$ cat src/hdl/vmt_pkg.sv
// vmt_pkg: shared types and constants for the 4x4 matrix vector transform
// holds the beat type that travels along the cell chain and the item codes
// no dependencies
package vmt_pkg;

  localparam int unsigned DATA_W = 32;
  localparam int unsigned PROD_W = 2 * DATA_W;
  localparam int unsigned SUM_W  = PROD_W + 2;
  localparam int unsigned DIM    = 4;
  localparam int unsigned IDX_W  = 4;

  localparam logic FUNC_LOAD  = 1'b0;
  localparam logic FUNC_XFORM = 1'b1;

  typedef struct packed {
    logic                           valid;
    logic                           func;
    logic [IDX_W-1:0]               index;
    logic [DATA_W-1:0]              value;
    logic [DIM-1:0][DATA_W-1:0]     vec;
    logic [DIM-1:0][SUM_W-1:0]      sums;
  } beat_t;

endpackage

$ cat src/hdl/vmt_sat.sv
// vmt_sat: shift, saturation and output register at the end of the chain
// drops load beats, makes the chain advance signal from the output stall
// depends on vmt_pkg
module vmt_sat #(
  parameter int unsigned FRAC_BITS = 16
) (
  input  logic                       clk,
  input  logic                       rst,
  input  vmt_pkg::beat_t             beat_in,
  input  logic                       out_stall,
  output logic                       adv,
  output logic                       out_valid,
  output logic [vmt_pkg::DIM-1:0][vmt_pkg::DATA_W-1:0] res,
  output logic                       overflow
);

  localparam int unsigned SW = vmt_pkg::SUM_W;
  localparam int unsigned DW = vmt_pkg::DATA_W;

  logic [vmt_pkg::DIM-1:0][DW-1:0] res_next;
  logic [vmt_pkg::DIM-1:0]         sat;
  logic signed [SW-1:0]            shifted [vmt_pkg::DIM];

  assign adv = !out_valid || !out_stall;

  always_comb begin
    for (int c = 0; c < vmt_pkg::DIM; c++) begin
      shifted[c] = $signed(beat_in.sums[c]) >>> FRAC_BITS;
      sat[c] = !((&shifted[c][SW-1:DW-1]) || !(|shifted[c][SW-1:DW-1]));
      if (sat[c]) begin
        res_next[c] = shifted[c][SW-1] ? {1'b1, {(DW-1){1'b0}}} : {1'b0, {(DW-1){1'b1}}};
      end else begin
        res_next[c] = shifted[c][DW-1:0];
      end
    end
  end

  always_ff @(posedge clk) begin
    if (rst) begin
      out_valid <= 1'b0;
    end else if (adv) begin
      out_valid <= beat_in.valid && (beat_in.func == vmt_pkg::FUNC_XFORM);
    end
  end

  always_ff @(posedge clk) begin
    if (adv) begin
      res      <= res_next;
      overflow <= |sat;
    end
  end

endmodule
$ cat config.mk
export PLATFORM = sky130hd
export DESIGN_NAME = vmt_sat
export DESIGN_NICKNAME = d
export VERILOG_FILES = /design/src/hdl/vmt_pkg.sv /design/src/hdl/vmt_sat.sv
export SDC_FILE = /design/constraint.sdc
export NUM_CORES = 1
export LEC_CHECK = 0
export BUFFER_PORTS_ARGS = -buffer_cell sky130_fd_sc_hd__clkbuf_2
export CORE_AREA = 2 2 218 220
export CTS_CLUSTER_SIZE = 14
export DETAILED_ROUTE_END_ITERATION = 10
export DIE_AREA = 0 0 220 222
export PLACE_DENSITY = 0.42
export RECOVER_POWER = 50
export SYNTH_ARGS = -nofsm -noshare
export SYNTH_HDL_FRONTEND = slang
export SYNTH_SLANG_ARGS = --single-unit
$ cat constraint.sdc
create_clock -name clk -period 6.1 [get_ports clk]
set_input_delay 1.22 -clock clk [delete_from_list [all_inputs] [get_ports clk]]
set_output_delay 1.22 -clock clk [all_outputs]
set_load 0.02 [all_outputs]
## Word level (Yosys, flattened, before mapping)

Cells that the tools add are included.

- Flip-flop bits (word level): 130

- Multiplexer cells: 8
- Reduce and logical (&&, ||, !) cells: 25

Operators by type and width:

| operator | number |
|---|---|
| two-way mux 32 bit | 8 |
| AND reduction 19 bit | 4 |
| OR reduction 19 bit | 4 |
| logical NOT 1 bit | 10 |
| logical OR 1 bit | 5 |
| OR reduction 4 bit | 1 |
| logical AND 1 bit | 1 |

## Logic depth before layout (Yosys ltp)

- Depth in word-level cells: 5
- Mapped depth: 6
- Mapped depth without buffers: 5

## Worst setup path before layout

Ideal clock, no wire load.

- Path type: input to output
- From: input port out_stall
- To: output port adv
- Arrival: 4,070 ps
- Setup slack: 810 ps
- Stages: 1
- Buffers on the path: 0
- Path through: nand2_1

- Cells in the longest elaborated chain, start to end: 2

Ends and longest elaborated chain:

| element | RTL line | text |
|---|---|---|
| start, declared | vmt_sat.sv:10 | `input logic out_stall,` |
| logical NOT 1 bit | vmt_sat.sv:24 | `assign adv = !out_valid \|\| !out_stall;` |
| logical OR 1 bit | vmt_sat.sv:24 |  |
| end, declared | vmt_sat.sv:11 | `output logic adv,` |

Every way passes these cells.

## Final worst setup path

Same ends and word-level chain as after synthesis.

==> summary.md <==
| Metric | Value |
|---|---|
| Multi-input gate area | between 1500 and 2000 um2 |
| Resized Gates After CTS | 0 |
| Syn_area_per_cell | around 16 um2 |
| Gr usage total | 8.00% |
| Mapped cell area | between 5000 and 6000 um2 |
| Chip height | about 220 um |
| DRC Markers | 0 |
| FMAX | about 0.23 GHz |
| Total Neg Setup Slack | 0 ns |
| DIE WIDTH | between 200 and 250 um |
| Flop and latch count out of synthesis | 130 |
| Port bufs | around 340 |
| Max Slew Vio Count | 38 |
| Fillcell total | 5204 |
| Outcome | finished, violations left |
| Core area | 46300 um2 |
| Grt total ovfl | 0 |
| R2R depth | 2 |
| Endpoints failing setup | 0 |
| WL final | 19.6 mm |
| Synth Area in Adders | 0% |
| Yosys Warn Count | 0 |
| Max IR drop VDD | roughly 0.22 mV |
| CTS sink cnt | 130 |
| Crit share post-route | a little over two thirds |
| Root buffer cell | clkbuf_16 |
| Register area | 3890 um2 |
| # diodes | 0 |
| Min Tclk post-route | ~4.3 ns |
| Post-synth net total | 779 |
| Routability cong. | around 0.70 |
| Final Hold Fails | 0 |
| Starting density of the core | about 12% |
| RSZ-0062 raised after global routing | false |
| Clock slew at reported path FFs | ~0.06 ns |
| Top cells by area, synth | edfxtp_1 (69%), a21o_2 (13%), a21o_1 (5.2%) |
| Register area share after synthesis | ~69% |
| # nets final | about 1100 |
| Post-DP HPWL | around 14 mm |
| Die area | 48800 um2 |
| Main combinational cell family by area after synthesis | compound AO/OA/AOI/OAI gates |
| Crit path from | out_stall |
| DR WL/cell | 15.1 um |
| Share of layout cells above drive strength 1 | around half |
| Vias in the first global route | about 4600 |
| Commonest non-fill, non-tap cell in the layout | clkbuf_2 |
| TritonCTS clock tree | yes |
| Cts hold-fix bufs | 0 |
| Total CTS buffers | 17 |
| Pwr Density | between 200 and 300 nW/um2 |
| Layout area overhead | 47.3% |
| 1st-pass router iterations | 4 |
| CP Data Required Time | between 4 and 5 ns |
| CP Max Fanout | 37 |
| Worst Tran Pin Value | 1.88 ns |
| Synth cell types | 19 |
| CP arrival | between 3 and 4 ns |
| Via-to-Cell Ratio | 3.34 |
| Class of the worst hold path | in -> reg |
| Top cell type's share of synthesized area | between 60% and 70% |
| CTS Buffer Depth | 2 |
| CP Capture Type | output pin |
| Area of placed instances | between 7000 and 8000 um2 |
| Relative slew slack | -25.5% |
| Starting DRC count in detailed routing | roughly 150 |
| Clock latency on the worst-skew pair | ~0.44 ns |
| Xor/xnor cell area share of the yosys netlist | 0% |
| # H-tree levels | 4 |
| Failing checks | max-capacitance violations, max-slew violations |
| Cell area after layout | slightly above 8000 um2 |
| # IOs | 564 |
| Synth area leader | edfxtp_1 |
| RR Startpoint | out_valid |
| Critical path type | in -> out |
| R2r endpoint | res[50] |
| LEAKAGE | 3.53 nW |
| Critical Path Start Type | input port |
| Largest net degree at the start of global routing | just under 50 |
| Antenna-violating nets left | 0 |
| Post-Synth Simple-Gate Area | under 10% |
| Mux contribution to synthesized area | 0% |
| Rows | about 80 |
| Total chip power | 2.38 mW |
| Gate Count Post-Synth | about 350 |
| CP Capture Point | adv |
| Setup Skew | 0.00595 ns |
| DR vias | between 4000 and 5000 |
| Commonest cells after routing, fill and taps aside | clkbuf_2 (202), clkbuf_1 (134), edfxtp_1 (129), a21o_2 (85), a21o_1 (39) |
| Postcts setup bufs | 0 |
| Max Cap Viol | 1 |
| Area fraction in compound gates after synthesis | roughly 20% |
| First-pass GRT wire length | around 28 mm |
| Number of antenna violations at the first check in global routing | 0 |
| Reg2reg setup slack | 2.74 ns |
[cell usage after synthesis]
| cell | count |
|---|---|
| nand4_1 | 21 |
| nor2_1 | 8 |
| a21oi_1 | 1 |
| and3_1 | 4 |
| clkbuf_1 | 1 |
| a21o_2 | 85 |
| buf_4 | 3 |
| buf_2 | 3 |
| dfxtp_1 | 1 |
| a31o_2 | 4 |
| a311oi_2 | 3 |
| edfxtp_1 | 129 |
| nor4_2 | 4 |
| dlygate4sd3_1 | 3 |
| buf_6 | 18 |
| nand2_1 | 2 |
| a21o_1 | 39 |
| a311oi_1 | 1 |
| nor4_1 | 16 |
[layer usage]
| metal | GRT usage, % | share of wire (%) | vias up |
|---|---|---|---|
| li1 | - | - | 2065 |
| met1 | 9.05 | 41 | 2024 |
| met2 | 12.4 | 45 | 237 |
| met3 | 4.84 | 13 | 11 |
| met4 | 2.68 | 1.1 | 0 |
| met5 | 0 | 0 | - |
[worst max-delay path, stage by stage]
cell      delay, ns
clkbuf_2       0.08
nand2_1        1.31
clkbuf_2       0.40
[through the flow]
stage | instances | hold WS, ns | worst slack, ns | utilization [%]
after floorplan | 346 | 1.29 | 0.810 | -
after detailed placement | 1266 | 0.975 | 2.46 | 17.1
after global routing | 1298 | 0.885 | 1.65 | 18.0
after global placement | 1266 | 0.971 | 2.47 | 17.1
after CTS | 1298 | 0.879 | 2.76 | 18.4
final | 1298 | 0.925 | 1.82 | 18.0
[worst min-delay path by stage]
stage | from | end | cells after the start
3_3_place_gp | out_valid | out_valid | 2
4_1_cts | rst | out_valid | 2
5_1_grt | rst | out_valid | 2
2_1_floorplan | rst | out_valid | 1
3_5_place_dp | out_valid | out_valid | 2
6_report | rst | out_valid | 2
[flip-flops by register name, summed over array words and instances, names as in the netlist]
name / count
res: 128
out_valid: 1
overflow: 1
[final cells by class]
type,count,area share [%]
multi-input combinational,188,18.4
timing repair buffer,341,18.7
sequential,130,46.8
tap,607,9.14
clock inverter,14,1.72
clock buffer,18,5.28
[where the power goes]
group / internal, mW / total (mW) / switching (mW)
Sequential: 1.05 / 1.06 / 0.0157
Combinational: 0.103 / 0.275 / 0.172
Clock: 0.584 / 1.04 / 0.456
Total: 1.73 / 2.38 / 0.644
[logic make-up (layout without fill, tap and decap cells)]
family                 after synthesis  count (layout)
AOI/OAI and AO/OA                  133             133
buffers and inverters               28             373
DFF                                130             130
and+or+nand+nor                     55              55
No activity file was read; power rests on OpenSTA's default activity.
